--- config.mk ---
export PLATFORM = sky130hd
export DESIGN_NAME = bldc_sensorless_commutation_timer
export DESIGN_NICKNAME = d
export VERILOG_FILES = /design/src/rtl/bsct_pkg.sv /design/src/rtl/bsct_front.sv /design/src/rtl/bsct_queue.sv /design/src/rtl/bsct_back.sv /design/src/rtl/bldc_sensorless_commutation_timer.sv
export SDC_FILE = /design/constraint.sdc
export NUM_CORES = 1
export LEC_CHECK = 0
export BUFFER_PORTS_ARGS = -buffer_cell sky130_fd_sc_hd__buf_2
export CAP_MARGIN = 0
export CORE_MARGIN = 5
export CORE_UTILIZATION = 40
export DETAILED_ROUTE_END_ITERATION = 10
export MAX_ROUTING_LAYER = met4
export PLACE_DENSITY = 0.68
export SETUP_SLACK_MARGIN = 0.15
export SLEW_MARGIN = 20
export SYNTH_ARGS = -nofsm -noshare
export SYNTH_HDL_FRONTEND = slang
export SYNTH_HIERARCHICAL = 1
export SYNTH_SLANG_ARGS = --single-unit
export TNS_END_PERCENT = 100
--- constraint.sdc ---
create_clock -name clk -period 6.9 [get_ports clk]
set_input_delay 1.035 -clock clk [delete_from_list [all_inputs] [get_ports clk]]
set_output_delay 1.035 -clock clk [all_outputs]
set_load 0.02 [all_outputs]
--- src/rtl/bsct_pkg.sv ---
package bsct_pkg;

	// command codes
	typedef enum logic [1:0] {
		CMD_ZERO_CROSS = 2'd0,
		CMD_COMMUTATE  = 2'd1,
		CMD_TICK       = 2'd2,
		CMD_START      = 2'd3
	} cmd_t;

	// result action codes
	typedef enum logic [1:0] {
		ACT_IGNORED    = 2'd0,
		ACT_SCHEDULED  = 2'd1,
		ACT_STUCK      = 2'd2,
		ACT_COMMUTATED = 2'd3
	} action_t;

	// config register indexes
	localparam logic CFG_ADVANCE   = 1'b0;
	localparam logic CFG_DIRECTION = 1'b1;

	localparam int QUEUE_DEPTH_DEF = 2;

	localparam logic [15:0] PLAUSIBLE_MIN  = 16'd125;
	localparam logic [11:0] LOW_DUTY       = 12'd600;
	localparam logic [13:0] EARLY_CROSSES  = 14'd500;
	localparam logic [7:0]  STUCK_LIMIT    = 8'd100;
	localparam logic [7:0]  STUCK_MAX      = 8'd255;
	localparam logic [13:0] CROSS_MAX      = 14'd10000;
	localparam logic [13:0] DESYNC_CLEAR   = 14'd10;
	localparam logic [15:0] START_INTERVAL = 16'd10000;
	localparam logic [15:0] RESET_INTERVAL = 16'd12500;
	localparam int          HIST_BITS      = 24;
	localparam int          HIST_DEPTH     = 6;
	localparam logic [2:0]  STEP_FIRST     = 3'd1;
	localparam logic [2:0]  STEP_LAST      = 3'd6;
	// ceil(2^19 / 3): exact floor(x / 3) for x below 2^19 after >> 19
	localparam logic [17:0] RECIP_THREE    = 18'd174763;

	typedef struct packed {
		logic [1:0] advance_steps;
		logic       direction_forward;
	} cfg_t;

	// classified word handed from front to back
	typedef struct packed {
		cmd_t        command;
		logic [15:0] elapsed_time;
		logic        low_early;   // elapsed and duty both under the early limits
		logic        has_one;     // a checked comparator sample is 1
		logic        has_zero;    // a checked comparator sample is 0
		logic        quick_accel;
		logic        brake_hold;
	} queue_word_t;

endpackage

--- src/rtl/bsct_front.sv ---
module bsct_front (
	input  logic                 in_valid,
	input  logic [1:0]           command,
	input  logic [15:0]          elapsed_time,
	input  logic [23:0]          comparator_history,
	input  logic [4:0]           filter_samples,
	input  logic [11:0]          duty_level,
	input  logic                 quick_accel,
	input  logic                 brake_hold,
	input  logic                 queue_full,
	output logic                 in_stall,
	output logic                 push,
	output bsct_pkg::queue_word_t push_word
);
	import bsct_pkg::*;

	logic [4:0]  n_checked;
	logic [24:0] mask_wide;
	logic [23:0] mask;

	always_comb begin
		n_checked = (filter_samples > 5'(HIST_BITS)) ? 5'(HIST_BITS) : filter_samples;
		mask_wide = (25'd1 << n_checked) - 25'd1;
		mask      = mask_wide[23:0];
	end

	assign in_stall = queue_full;
	assign push     = in_valid & ~queue_full;

	always_comb begin
		push_word.command      = cmd_t'(command);
		push_word.elapsed_time = elapsed_time;
		push_word.low_early    = (elapsed_time < PLAUSIBLE_MIN) && (duty_level < LOW_DUTY);
		push_word.has_one      = |(comparator_history & mask);
		push_word.has_zero     = |(~comparator_history & mask);
		push_word.quick_accel  = quick_accel;
		push_word.brake_hold   = brake_hold;
	end

endmodule

--- src/rtl/bsct_queue.sv ---
module bsct_queue #(
	parameter int DEPTH = bsct_pkg::QUEUE_DEPTH_DEF
) (
	input  logic                  clk,
	input  logic                  arst_n,
	input  logic                  push,
	input  bsct_pkg::queue_word_t push_word,
	input  logic                  pop,
	output logic                  pop_valid,
	output bsct_pkg::queue_word_t pop_word,
	output logic                  full
);
	import bsct_pkg::*;

	localparam int AW = (DEPTH > 1) ? $clog2(DEPTH) : 1;
	localparam int CW = $clog2(DEPTH + 1);

	queue_word_t   mem_q [DEPTH];
	logic [AW-1:0] wr_ptr_q;
	logic [AW-1:0] rd_ptr_q;
	logic [CW-1:0] count_q;
	logic          do_pop;

	assign pop_valid = (count_q != '0);
	assign full      = (count_q == CW'(DEPTH));
	assign pop_word  = mem_q[rd_ptr_q];
	assign do_pop    = pop & pop_valid;

	always_ff @(posedge clk) begin
		if (push) begin
			mem_q[wr_ptr_q] <= push_word;
		end
	end

	always_ff @(posedge clk or negedge arst_n) begin
		if (!arst_n) begin
			wr_ptr_q <= '0;
			rd_ptr_q <= '0;
			count_q  <= '0;
		end else begin
			if (push) begin
				wr_ptr_q <= (wr_ptr_q == AW'(DEPTH - 1)) ? '0 : wr_ptr_q + AW'(1);
			end
			if (do_pop) begin
				rd_ptr_q <= (rd_ptr_q == AW'(DEPTH - 1)) ? '0 : rd_ptr_q + AW'(1);
			end
			if (push && !do_pop) begin
				count_q <= count_q + CW'(1);
			end else if (!push && do_pop) begin
				count_q <= count_q - CW'(1);
			end
		end
	end

endmodule

--- src/rtl/bsct_back.sv ---
module bsct_back (
	input  logic                  clk,
	input  logic                  arst_n,
	input  bsct_pkg::cfg_t        cfg,
	input  logic                  q_valid,
	input  bsct_pkg::queue_word_t q_word,
	output logic                  q_pop,
	output logic                  out_valid,
	input  logic                  out_stall,
	output logic [1:0]            action,
	output logic [15:0]           wait_time,
	output logic [2:0]            phase_step,
	output logic                  edge_rising,
	output logic                  drive_update,
	output logic [17:0]           period_sum,
	output logic                  desync_mark,
	output logic [13:0]           cross_count
);
	import bsct_pkg::*;

	// motor state
	logic [15:0] hist_q [HIST_DEPTH];
	logic [18:0] sum_q;          // full sum of the six intervals
	logic [15:0] smoothed_q;
	logic [2:0]  step_q;
	logic        rising_q;
	logic [13:0] crossings_q;
	logic [15:0] avg_q;
	logic [7:0]  stuck_q;
	logic        running_q;
	logic        wrap_q;

	// output register
	logic        out_valid_q;
	action_t     action_q;
	logic [15:0] wait_q;
	logic        drive_q;

	// next state
	logic [18:0] sum_n;
	logic [15:0] smoothed_n;
	logic [2:0]  step_n;
	logic        rising_n;
	logic [13:0] crossings_n;
	logic [15:0] avg_n;
	logic [7:0]  stuck_n;
	logic        running_n;
	logic        wrap_n;
	logic        hist_we;
	action_t     action_n;
	logic [15:0] wait_n;
	logic        drive_n;

	// commutation candidate
	logic [2:0]  com_idx;
	logic [18:0] com_sum;
	logic [2:0]  com_step;
	logic        com_rising;
	logic        com_wrap;

	// zero-cross datapath
	logic        plaus_on;
	logic        early;
	logic        too_soon;
	logic [7:0]  stuck_inc;
	logic        filter_ok;
	logic [17:0] smooth_acc;
	logic [15:0] smooth_new;
	logic [12:0] eighth;
	logic [14:0] adv;
	logic [14:0] half_diff;

	// slow tick divide by three
	logic [35:0] div_prod;
	logic [13:0] cross_inc;

	assign q_pop = q_valid & (~out_valid_q | ~out_stall);

	always_comb begin
		com_idx = step_q - 3'd1;
		com_sum = sum_q - {3'd0, hist_q[com_idx]} + {3'd0, smoothed_q};
		com_wrap = 1'b0;
		if (cfg.direction_forward) begin
			if (step_q >= STEP_LAST) begin
				com_step = STEP_FIRST;
				com_wrap = 1'b1;
			end else begin
				com_step = step_q + 3'd1;
			end
			com_rising = com_step[0];
		end else begin
			if (step_q <= STEP_FIRST) begin
				com_step = STEP_LAST;
				com_wrap = 1'b1;
			end else begin
				com_step = step_q - 3'd1;
			end
			com_rising = ~com_step[0];
		end
	end

	always_comb begin
		plaus_on   = (avg_q > PLAUSIBLE_MIN);
		early      = q_word.low_early && (crossings_q < EARLY_CROSSES);
		too_soon   = (q_word.elapsed_time < {1'b0, smoothed_q[15:1]});
		stuck_inc  = (stuck_q == STUCK_MAX) ? STUCK_MAX : stuck_q + 8'd1;
		// a sample equal to the expected-edge flag fails the filter
		filter_ok  = rising_q ? ~q_word.has_one : ~q_word.has_zero;
		smooth_acc = {2'd0, smoothed_q} + {1'd0, smoothed_q, 1'b0}
			+ {2'd0, q_word.elapsed_time};
		smooth_new = smooth_acc[17:2];
		eighth     = smooth_new[15:3];
		adv        = (cfg.advance_steps[1] ? {1'b0, eighth, 1'b0} : 15'd0)
			+ (cfg.advance_steps[0] ? {2'd0, eighth} : 15'd0);
		half_diff  = smooth_new[15:1] - adv;
		div_prod   = sum_q[18:1] * RECIP_THREE;
		cross_inc  = (crossings_q < CROSS_MAX) ? crossings_q + 14'd1 : crossings_q;
	end

	always_comb begin
		sum_n       = sum_q;
		smoothed_n  = smoothed_q;
		step_n      = step_q;
		rising_n    = rising_q;
		crossings_n = crossings_q;
		avg_n       = avg_q;
		stuck_n     = stuck_q;
		running_n   = running_q;
		wrap_n      = wrap_q;
		hist_we     = 1'b0;
		action_n    = ACT_IGNORED;
		wait_n      = '0;
		drive_n     = 1'b0;
		unique case (q_word.command)
			CMD_ZERO_CROSS: begin
				if (plaus_on && (early || too_soon)) begin
					action_n = ACT_IGNORED;
				end else if (plaus_on && (stuck_inc > STUCK_LIMIT)) begin
					stuck_n     = stuck_inc;
					crossings_n = '0;
					action_n    = ACT_STUCK;
				end else begin
					if (plaus_on) begin
						stuck_n = stuck_inc;
					end
					if (filter_ok) begin
						smoothed_n = smooth_new;
						wait_n     = {1'b0, q_word.quick_accel ? (half_diff >> 1) : half_diff};
						action_n   = ACT_SCHEDULED;
					end
				end
			end
			CMD_COMMUTATE: begin
				hist_we     = 1'b1;
				sum_n       = com_sum;
				step_n      = com_step;
				rising_n    = com_rising;
				wrap_n      = wrap_q | com_wrap;
				crossings_n = cross_inc;
				action_n    = ACT_COMMUTATED;
				drive_n     = ~q_word.brake_hold;
			end
			CMD_TICK: begin
				avg_n   = div_prod[34:19];
				stuck_n = '0;
				if (crossings_q > DESYNC_CLEAR) begin
					wrap_n = 1'b0;
				end
			end
			CMD_START: begin
				if (!running_q) begin
					hist_we    = 1'b1;
					sum_n      = com_sum;
					step_n     = com_step;
					rising_n   = com_rising;
					wrap_n     = wrap_q | com_wrap;
					smoothed_n = START_INTERVAL;
					running_n  = 1'b1;
					action_n   = ACT_COMMUTATED;
					drive_n    = ~q_word.brake_hold;
				end
			end
			default: begin
				action_n = ACT_IGNORED;
			end
		endcase
	end

	always_ff @(posedge clk or negedge arst_n) begin
		if (!arst_n) begin
			for (int i = 0; i < HIST_DEPTH; i++) begin
				hist_q[i] <= '0;
			end
			sum_q       <= '0;
			smoothed_q  <= RESET_INTERVAL;
			step_q      <= STEP_FIRST;
			rising_q    <= 1'b1;
			crossings_q <= '0;
			avg_q       <= '0;
			stuck_q     <= '0;
			running_q   <= 1'b0;
			wrap_q      <= 1'b0;
			out_valid_q <= 1'b0;
		end else begin
			if (q_pop) begin
				if (hist_we) begin
					hist_q[com_idx] <= smoothed_q;
				end
				sum_q       <= sum_n;
				smoothed_q  <= smoothed_n;
				step_q      <= step_n;
				rising_q    <= rising_n;
				crossings_q <= crossings_n;
				avg_q       <= avg_n;
				stuck_q     <= stuck_n;
				running_q   <= running_n;
				wrap_q      <= wrap_n;
				out_valid_q <= 1'b1;
			end else if (!out_stall) begin
				out_valid_q <= 1'b0;
			end
		end
	end

	always_ff @(posedge clk) begin
		if (q_pop) begin
			action_q <= action_n;
			wait_q   <= wait_n;
			drive_q  <= drive_n;
		end
	end

	// state fields of the result track the registered state, which only moves on a pop
	assign out_valid    = out_valid_q;
	assign action       = action_q;
	assign wait_time    = wait_q;
	assign phase_step   = step_q;
	assign edge_rising  = rising_q;
	assign drive_update = drive_q;
	assign period_sum   = sum_q[18:1];
	assign desync_mark  = wrap_q;
	assign cross_count  = crossings_q;

endmodule

--- src/rtl/bldc_sensorless_commutation_timer.sv ---
// Accepted words pass through the queue, then the result register.
// Throughput: one word per cycle while out_stall is low, one command per pop.
// A two-entry queue between front classifier and back end takes words while a
// result waits; the result register reloads in the cycle its word is taken.
// Reset (arst_n low, asynchronous): queue and result register empty, motor state
// at its power-up values, advance_steps 2, direction_forward 1.
module bldc_sensorless_commutation_timer #(
	parameter int QUEUE_DEPTH = bsct_pkg::QUEUE_DEPTH_DEF
) (
	input  logic        clk,
	input  logic        arst_n,
	// config write port
	input  logic        cfg_we,
	input  logic        cfg_index,
	input  logic [1:0]  cfg_data,
	// input words
	input  logic        in_valid,
	output logic        in_stall,
	input  logic [1:0]  command,
	input  logic [15:0] elapsed_time,
	input  logic [23:0] comparator_history,
	input  logic [4:0]  filter_samples,
	input  logic [11:0] duty_level,
	input  logic        quick_accel,
	input  logic        brake_hold,
	// result words
	output logic        out_valid,
	input  logic        out_stall,
	output logic [1:0]  action,
	output logic [15:0] wait_time,
	output logic [2:0]  phase_step,
	output logic        edge_rising,
	output logic        drive_update,
	output logic [17:0] period_sum,
	output logic        desync_mark,
	output logic [13:0] cross_count
);
	import bsct_pkg::*;

	cfg_t        cfg_q;
	logic        queue_full;
	logic        push;
	queue_word_t push_word;
	logic        pop;
	logic        pop_valid;
	queue_word_t pop_word;

	// config registers; to be written only while idle, which is left to the user
	always_ff @(posedge clk or negedge arst_n) begin
		if (!arst_n) begin
			cfg_q.advance_steps     <= 2'd2;
			cfg_q.direction_forward <= 1'b1;
		end else if (cfg_we) begin
			unique case (cfg_index)
				CFG_ADVANCE:   cfg_q.advance_steps     <= cfg_data;
				CFG_DIRECTION: cfg_q.direction_forward <= cfg_data[0];
				default:       cfg_q                   <= cfg_q;
			endcase
		end
	end

	// front: decode command, fold comparator filter and early-cross test
	bsct_front u_front (
		.in_valid           (in_valid),
		.command            (command),
		.elapsed_time       (elapsed_time),
		.comparator_history (comparator_history),
		.filter_samples     (filter_samples),
		.duty_level         (duty_level),
		.quick_accel        (quick_accel),
		.brake_hold         (brake_hold),
		.queue_full         (queue_full),
		.in_stall           (in_stall),
		.push               (push),
		.push_word          (push_word)
	);

	// short queue decoupling front from back
	bsct_queue #(
		.DEPTH (QUEUE_DEPTH)
	) u_queue (
		.clk       (clk),
		.arst_n    (arst_n),
		.push      (push),
		.push_word (push_word),
		.pop       (pop),
		.pop_valid (pop_valid),
		.pop_word  (pop_word),
		.full      (queue_full)
	);

	// back: motor state update and result register
	bsct_back u_back (
		.clk          (clk),
		.arst_n       (arst_n),
		.cfg          (cfg_q),
		.q_valid      (pop_valid),
		.q_word       (pop_word),
		.q_pop        (pop),
		.out_valid    (out_valid),
		.out_stall    (out_stall),
		.action       (action),
		.wait_time    (wait_time),
		.phase_step   (phase_step),
		.edge_rising  (edge_rising),
		.drive_update (drive_update),
		.period_sum   (period_sum),
		.desync_mark  (desync_mark),
		.cross_count  (cross_count)
	);

endmodule

=== After elaboration in Yosys (flattened, before gate mapping) ===
Memory sizes are Yosys's and may differ from the RTL's.
Cells that the tools add are included.
Widths: inputs -> output; s select.

* Add/sub/neg operators: 15
* Multiply operators: 1
* Div/mod/pow operators: 0
* $lt $le $gt $ge: 13
* Equality and inequality tests: 14
* Shift operators: 1
* Muxes and demuxes: 59
* Bitwise gates (word level): 19
* Reduce and logical (&&, ||, !) cells: 33

{| class="wikitable"
|+ Operators with widths
! operator !! count
|-
| $mux 16 || 7
|-
| $bwmux 96 || 1
|-
| $mux 14 || 5
|-
| $and 24x24->24 || 2
|-
| $bmux 16 s3 || 1
|-
| $demux 16 s3 || 1
|-
| $reduce_or 24->1 || 2
|-
| $pmux 19 s2 || 1
|-
| $mul 18x18->35 const B || 1
|-
| $mux 8 || 4
|-
| $pmux 16 s2 || 1
|-
| $pmux 14 s2 || 1
|-
| $not 24->24 || 1
|-
| $shl 1x5->24 const A || 1
|-
| $sub 24x1->24 const B || 1
|-
| $add 19x16->19 || 1
|-
| $mux 19 || 1
|-
| $sub 19x16->19 || 1
|-
| $add 16x17->18 || 1
|-
| $add 18x16->18 || 1
|-
| $mux 1 || 17
|-
| $gt 16x7->1 const B || 1
|-
| $lt 16x15->1 || 1
|-
| $lt 16x7->1 const B || 1
|-
| other kinds (52) || 100
|}

* Register bits: 202
* Bits in latches: 0
* RAM bits: 46
* Memory bits (read-only): 0
* Input bits: 69
* Output and inout port bits: 58
* Memories kept: 1

{| class="wikitable"
|+ Memories
! memory !! words !! width !! rd ports !! clocked after Yosys merged registers in !! write ports !! RTL line !! source
|-
| u_queue.mem_q || 2 || 23 || 1 || 0 || 1 || bsct_queue.sv:18 || <nowiki>queue_word_t mem_q [DEPTH];</nowiki>
|}

=== Longest topological paths before layout ===
Gate-level depths: netlist (run 1).

* Depth after elaboration: 9
* Gate-level depth with buffers: 25
* Mapped depth without buffers: 23

=== Modules after synthesis ===
Netlist (run 1), hierarchy kept.

{| class="wikitable"
|+ By module, submodules not included
! module !! times used !! cells each !! area an instance (µm²)
|-
| bsct_back || 1 || 1,919 || 18,086.1
|-
| bsct_queue || 1 || 88 || 1,954.4
|-
| bsct_front || 1 || 174 || 1,107.3
|-
| bldc_sensorless_commutation_timer || 1 || 8 || 132.6
|}

=== Worst setup path after synthesis (run 1) ===
OpenSTA, ideal clock, no wires.

* Path type: reg-to-reg
* Start point: register u_queue.rd_ptr_q
* End point: register u_back.wait_q[13] (netlist: u_back/wait_time[13]), data pin
* Library setup time: 0.262 ns
* Arrival time: 5.285 ns
* Data required time: 6.638 ns
* Setup slack: 1.353 ns
* Stages on the path, launching flop included: 25
* Buffers on the path: 2
* Clock period less this slack: 5.547 ns
* Cells stage by stage: dfrtp_1 -> buf_6 -> buf_12 -> mux2_4 -> inv_1 -> fa_1 -> nor2_1 -> fa_1 -> a211o_1 -> a21oi_1 -> o211ai_1 -> o211ai_1 -> xnor2_1 -> and2_1 -> fa_1 -> inv_1 -> ha_1 -> and3_1 -> a221oi_2 -> o21ba_2 -> a21oi_1 -> nor4_2 -> xnor2_1 -> a21o_1 -> a21oi_1

{| class="wikitable"
|+ RTL lines
! what !! RTL line !! source
|-
| start: declaration || bsct_queue.sv:20 || <nowiki>logic [AW-1:0] rd_ptr_q;</nowiki>
|-
| start signal: assignment || bsct_queue.sv:45 || <nowiki>rd_ptr_q <= (rd_ptr_q == AW'(DEPTH - 1)) ? '0 : rd_ptr_q + AW'(1);</nowiki>
|-
| end signal: assignment || bsct_back.sv:228 || <nowiki>wait_q <= wait_n;</nowiki>
|-
| end: declaration || bsct_back.sv:36 || <nowiki>logic [15:0] wait_q;</nowiki>
|}

==> results of run 1 <==
==> layout make-up <==
type,count,area (µm²)
Inverter,360,1350
Clock buffer,34,732
Sequential cell,246,6490
Tap cell,688,861
Timing Repair Buffer,136,728
Multi-Input combinational cell,1476,12800
Antenna cell,1,2.50
Clock inverter,16,285
Fill cell,4917,29400
==> per-stage QoR <==
stage               area, µm²  instances  utilization
finish                  23300       2957        0.442
floorplan               21300       2189            -
global route            23300       2957        0.442
detailed placement      22200       2906        0.422
global placement        22200       2906        0.422
CTS                     23200       2956        0.441
==> cell families after synthesis <==
kind of cell / Yosys count / synth area share
XOR/XNOR: 63 / 0.0259
AND/OR/NAND/NOR: 491 / 0.115
adder cells (fa/ha/maj): 378 / 0.275
flip-flops: 246 / 0.305
buffers and inverters: 467 / 0.0941
AO/OA/AOI/OAI: 473 / 0.145
multiplexers: 70 / 0.0400
other: 1 / 0.000176
==> layer usage <==
layer	vias to the layer above	GRT usage	wire, µm	share of wire
met5	-	-	0	0
met4	0	0.0449	1090	0.022
met3	59	0.0209	2150	0.044
met2	365	0.284	23300	0.48
met1	7618	0.231	22200	0.45
li1	7544	-	-	-
==> flip-flops by register name, summed over array words and instances (netlist names) <==
register / cells
cfg_q: 3
u_back/action: 2
u_back/avg_q: 15
u_back/cross_count: 14
u_back/desync_mark: 1
u_back/drive_update: 1
u_back/edge_rising: 1
u_back/hist_q: 96
u_back/out_valid: 1
u_back/phase_step: 3
u_back/running_q: 1
u_back/smoothed_q: 16
u_back/stuck_q: 8
u_back/sum_q: 19
u_back/wait_time: 15
u_queue/count_q: 2
u_queue/mem_q: 46
u_queue/rd_ptr_q: 1
u_queue/wr_ptr_q: 1
==> worst max path at each step <==
| stage | startpoint | to | slack [ps] | cells past startpoint |
|---|---|---|---|---|
| 2_1_floorplan | u_queue/rd_ptr_q$_DFFE_PN0P_ | u_back/wait_time[13]$_SDFFCE_PP0P_ | 1350 | 24 |
| 3_3_place_gp | u_queue/rd_ptr_q$_DFFE_PN0P_ | u_back/wait_time[13]$_SDFFCE_PP0P_ | 730 | 22 |
| 3_5_place_dp | u_queue/rd_ptr_q$_DFFE_PN0P_ | u_back/wait_time[13]$_SDFFCE_PP0P_ | 680 | 22 |
| 4_1_cts | u_queue/rd_ptr_q$_DFFE_PN0P_ | u_back/wait_time[13]$_SDFFCE_PP0P_ | 610 | 22 |
| 5_1_grt | u_queue/rd_ptr_q$_DFFE_PN0P_ | u_back/wait_time[13]$_SDFFCE_PP0P_ | 260 | 22 |
| 6_report | u_queue/rd_ptr_q$_DFFE_PN0P_ | u_back/wait_time[13]$_SDFFCE_PP0P_ | 650 | 22 |
==> cell usage in the layout (no fill, tap or decap), drive strengths merged, types with 10 or more instances in the layout <==
cell type	n
a21oi	90
nor2b	18
o31ai	11
a211oi	16
xnor2	40
buf	135
nand2b	16
nor3	21
or2	15
inv	361
fa	151
nand2	182
nor2	84
nand3	46
and3	20
a31oi	27
and2	31
dfrtp	172
clkbuf	35
edfxtp	64
a21o	27
nand4	15
o21ai	142
xor2	23
mux2	61
o21a	11
dfstp	10
o211ai	10
ha	225
a22oi	58
o22ai	12
==> worst reg2reg max path, cell delays in order, from the launching register on <==
cell and delay (ps):
dfrtp_1 460, buf_4 400, mux2_4 370, fa_1 490, ha_1 250, or3_1 410
nor2_1 100, a22oi_1 140, a21o_1 230, a211oi_2 260, xnor2_1 130, and2_1 190
fa_1 530, inv_1 40, ha_1 350, and3_1 260, a221oi_2 380, o21ba_2 200
a21oi_1 70, nor4_2 290, xnor2_1 210, a21o_1 160, a21oi_1 40
==> summary.md, run 1 <==
| Metric | Value |
|---|---|
| Crit path max-delay cell type | `fa_1` |
| CTS buffer count | `27` |
| Worst slew pin tran | `948 ps` |
| Syn nets | `2634` |
| Crit start category | `flop` |
| Synth area leader | `dfrtp_1` |
| Vias | `15.6k` |
| Fin crit share | `0.906` |
| Share of layout cells above drive strength 1 | `0.131` |
| Most common cell in the synthesized netlist | `inv_1` |
| Total Routed Length | `48700 µm` |
| Row count | `84` |
| Hold path endpoint | `u_back/hist_q[12]$_DFFE_PN0P_` |
| Crit-path cells | `buf_4 -> mux2_4 -> fa_1 -> ha_1 -> or3_1 -> nor2_1 -> a22oi_1 -> a21o_1 -> a211oi_2 -> xnor2_1 -> and2_1 -> fa_1 -> inv_1 -> ha_1 -> and3_1 -> a221oi_2 -> o21ba_2 -> a21oi_1 -> nor4_2 -> xnor2_1 -> a21o_1 -> a21oi_1` |
| DIE AREA | `0.0579 mm²` |
| Post-CTS Setup Bufs | `0` |
| Register area share after synthesis | `0.305` |
| Largest net degree at the start of global routing | `104` |
| Final ANT Viol Nets | `0` |
| Avg Cell Area, Syn | `9.72 µm²` |
| Antenna violations before repair | `1` |
| Initial Utilization | `0.404` |
| Min-delay src | `u_back/hist_q[12]$_DFFE_PN0P_` |
| R2R depth | `22` |
| Maximum fanout along the worst path | `20` |
| CTS tree | `built` |
| CTS resizes | `0` |
| Via/cell ratio | `5.27` |
| Yosys top cell area share | `0.202` |
| CP max stage delay | `530 ps` |
| Total grt overflow | `0` |
| Post-Syn Instances | `2189` |
| First-pass GRT wire length | `81000 µm` |
| Synth Cell Area | `0.0213 mm²` |
| Achievable Freq | `160 MHz` |
| Top post-synthesis cells by area | `dfrtp_1, fa_1, ha_1` |
| Worst Clk Skew | `19.4 ps` |
| CTS Root Cell | `clkbuf_16` |
| Worst path arrival time | `6540 ps` |
| Max Root-Sink Buffers | `3` |
| Die width | `241 µm` |
| TNS Setup | `0 ps` |
| H-tree levels | `1` |
| Unique masters post-synth | `96` |
| Die Y | `241 µm` |
| WL per Instance | `16.5 µm` |
| Post-CTS Hold Fix Bufs | `0` |
| Ports | `127` |
| Buffering stage count on the worst path with inverters included | `2` |
| Sink Count | `246` |
| Tmin final | `6250 ps` |
| Clock latency at the later pin of the worst-skew pair | `560 ps` |
| Share of flip-flops with an asynchronous set or reset | `0.740` |
| Pre-CTS worst setup slack | `683 ps` |
| CP Capture Type | `flop` |
| DR pass1 iterations | `5` |
| DRT iter0 DRCs | `815` |
| Gr usage total | `0.173` |
| Nets | `2692` |
| Vias in the first global route | `15.9k` |
| Max-capacitance violation count | `0` |
| Syn. warnings | `6` |
| Worst hold stages | `2` |
| Final Max Slew Viols | `0` |
| Setup ws final | `651 ps` |
| Placer congestion estimate | `0.908` |
| # port buffers | `122` |
| Core ar. | `0.0527 mm²` |
| Hpwl dp | `38600 µm` |
| RSZ-0062 raised after global routing | `no` |
| Post-synth EDFFs | `64` |
| Commonest cells in the netlist | `inv_1, ha_1, nand2_1` |
| Crit path max-delay family | `adder cells` |
| Status | `completed` |
| Fin. Hold Viols | `0` |
| Crit path kind | `flop to flop` |
| WHS | `480 ps` |
| Worst R2R End | `u_back/wait_time[13]$_SDFFCE_PP0P_` |
| Worst rel slew slack | `0.364` |
| Worst path required time | `7190 ps` |
| Clock transition at path regs | `60 ps` |
| DRC | `0` |
| Hold WC Path Type | `flop to flop` |
| Final setup violation count | `0` |
| Ys flop type | `dfrtp_1` |
| Area grow syn2layout | `9.26%` |
| Worst r2r src | `u_queue/rd_ptr_q$_DFFE_PN0P_` |
| Seq cells post-synth | `246` |
| R2r setup slk | `650 ps` |
Power of run 1 is left out: the tool's default activity adds up to more than one toggle a clock period on the data nets, which glitch-free logic cannot reach.
==> inputs of run 2 (changes only) <==
--- a/config.mk
+++ b/config.mk
@@ -5,6 +5,7 @@
 export SDC_FILE = /design/constraint.sdc
 export NUM_CORES = 1
 export LEC_CHECK = 0
+export ABC_AREA = 1
 export BUFFER_PORTS_ARGS = -buffer_cell sky130_fd_sc_hd__buf_2
 export CAP_MARGIN = 0
 export CORE_MARGIN = 5
@@ -12,6 +13,7 @@
 export DETAILED_ROUTE_END_ITERATION = 10
 export MAX_ROUTING_LAYER = met4
 export PLACE_DENSITY = 0.68
+export RECOVER_POWER = 50
 export SETUP_SLACK_MARGIN = 0.15
 export SLEW_MARGIN = 20
 export SYNTH_ARGS = -nofsm -noshare
==> summary.md, run 2 <==
| Metric | Value |
|---|---|
| Status | `finished, violations left` |
| Failing checks | `max-capacitance violations, max-slew violations` |
| CTS buffer count | `28` |
| DIE AREA | `0.0621 mm²` |
| Biggest regs | `u_back/hist_q (96), u_queue/mem_q (46), u_back/sum_q (19)` |
| Fin. Hold Viols | `0` |
| WL per Instance | `15.7 µm` |
| CTS Root Cell | `clkbuf_16` |
| CP dominant cell by count | `nand2_1` |
| Die Y | `249 µm` |
| Synth Cell Area | `0.0229 mm²` |
| Syn nets | `3337` |
| Total Routed Length | `58600 µm` |
| Antenna violations before repair | `0` |
| Hold WC Path Type | `flop to flop` |
| Sink Count | `246` |
| Worst path required time | `7240 ps` |
| Ports | `127` |
| Initial Utilization | `0.405` |
| Unique masters post-synth | `61` |
| Clock transition at path regs | `60 ps` |
| CTS resizes | `0` |
| Row count | `87` |
| Hpwl dp | `46500 µm` |
| Avg Cell Area, Syn | `7.91 µm²` |
| Post-synth EDFFs | `64` |
| Total grt overflow | `0` |
| Worst Clk Skew | `49.3 ps` |
| Tmin final | `5820 ps` |
| # port buffers | `122` |
| Top post-synthesis cells by area | `dfrtp_1, fa_1, ha_1` |
| Max-capacitance violation count | `2` |
| Crit start category | `flop` |
| Final ANT Viol Nets | `0` |
| Nets | `3408` |
| Worst rel slew slack | `-1.91` |
| TNS Setup | `0 ps` |
| Vias | `18.9k` |
| Area grow syn2layout | `8.58%` |
| Share of layout cells above drive strength 1 | `0.0798` |
| Final Max Slew Viols | `73` |
| Fin crit share | `0.843` |
| ANT cells | `0` |
| DRC | `0` |
| Worst slew pin tran | `4360 ps` |
| Placer congestion estimate | `0.980` |
| Commonest non-fill, non-tap cells in the layout | `nand2_1, inv_1, ha_1` |
| Biggest register | `u_back/hist_q` |
| Achievable Freq | `172 MHz` |
| Final setup violation count | `0` |
| Post-Syn Instances | `2892` |
| Filler cell count in the final layout | `5646` |
| Maximum fanout along the worst path | `24` |
| Ys flop type | `dfrtp_1` |
| CTS tree | `built` |
| DRT iter0 DRCs | `1230` |
| Commonest cells in the netlist | `nand2_1, inv_1, ha_1` |
| Crit path kind | `flop to flop` |
| Via/cell ratio | `5.04` |
| Most common cell in the synthesized netlist | `nand2_1` |
| Vias in the first global route | `18.8k` |
| Post-CTS Hold Fix Bufs | `0` |
| Yosys top cell area share | `0.188` |
| Inst Count DP | `3689` |
| Largest net degree at the start of global routing | `73` |
| Share of flip-flops with an asynchronous set or reset | `0.740` |
| Syn. warnings | `6` |
| Register area share after synthesis | `0.284` |
| Max Root-Sink Buffers | `3` |
| Worst path arrival time | `6160 ps` |
| Gr usage total | `0.191` |
| Clock latency at the later pin of the worst-skew pair | `600 ps` |
| DR pass1 iterations | `5` |
| Post-CTS Setup Bufs | `0` |
| Crit path max-delay cell type | `dfrtp_1` |
| Die width | `249 µm` |
| Leading cell type in the layout, fill and taps excluded | `nand2_1` |
| RSZ-0062 raised after global routing | `no` |
| H-tree levels | `1` |
| CP max stage delay | `610 ps` |
| Final Non-Filler Cells | `3740` |
| Synth area leader | `dfrtp_1` |
| Largest register FFs | `96` |
| CP Capture Type | `flop` |
| Core ar. | `0.0565 mm²` |
| First-pass GRT wire length | `96000 µm` |
| Seq cells post-synth | `246` |
-- run 2: cell types whose count changed in the layout (fill, tap and decap cells not counted), moves of 55 or more --
cell	previous run	this run
nand2_1	181	681
a22oi_1	58	3
nand3_1	46	121
inv_1	358	535
nor2_1	82	206
o21ai_0	135	191
-- run 2: kinds of logic after synthesis --
kind of cell / synth area share
AOI/OAI and AO/OA: 0.102
xor gates and xnor gates: 0.0188
adders and majority gates: 0.255
buffers and inverters: 0.116
DFF: 0.284
other: 0.000164
and+or+nand+nor: 0.224
-- run 2: cell type report --
type,instances,area [µm²],share of cell area
timing repair buffer,136,687,0.0276
clock inverter,16,194,0.00780
tap,756,946,0.0381
clock buffer,35,737,0.0297
sequential,246,6490,0.261
multi-input combinational,2006,13700,0.553
inverter,545,2060,0.0828
-- run 2: worst max-delay path: cells and delay by family (launching register included) --
kind,cells,cell delay [ps]
DFF,1,610
adders and majority gates,4,1840
and+or+nand+nor,19,2110
buffers and inverters,5,550
AOI/OAI and AO/OA,3,430
-- run 2: layer usage --
metal	GRT usage	routed length [µm]	vias to the layer above
li1	-	-	9363
met1	0.237	25200	8897
met2	0.330	28500	489
met3	0.0220	2780	114
met4	0.0557	2100	0
met5	-	0	-
-- run 2: worst paths after layout --
check	to	cells after the start	from	slack, ps
worst max-delay path	u_back/wait_time[13]$_SDFFCE_PP0P_	31	u_queue/rd_ptr_q$_DFFE_PN0P_	1080
worst min-delay path	cfg_q[2]$_DFFE_PN1P_	2	cfg_q[2]$_DFFE_PN1P_	460
worst min register to register	cfg_q[2]$_DFFE_PN1P_	2	cfg_q[2]$_DFFE_PN1P_	460
min in group asynchronous	cfg_q[1]$_DFFE_PN0P_	1	arst_n	1980
max in group asynchronous	u_back/hist_q[70]$_DFFE_PN0P_	2	arst_n	1670
worst max register to register	u_back/wait_time[13]$_SDFFCE_PP0P_	31	u_queue/rd_ptr_q$_DFFE_PN0P_	1080
-- run 2: stage by stage --
step                hold slack [ps]   util  instance area, µm²  setup WS (ps)
floorplan                       442      -               22900           1970
global route                    484  0.440               24800            560
global placement                453  0.424               24000           1160
detailed placement              458  0.424               24000           1120
finish                          460  0.440               24800           1080
CTS                             465  0.441               24900           1090
Power of run 2 is left out for the same reason.
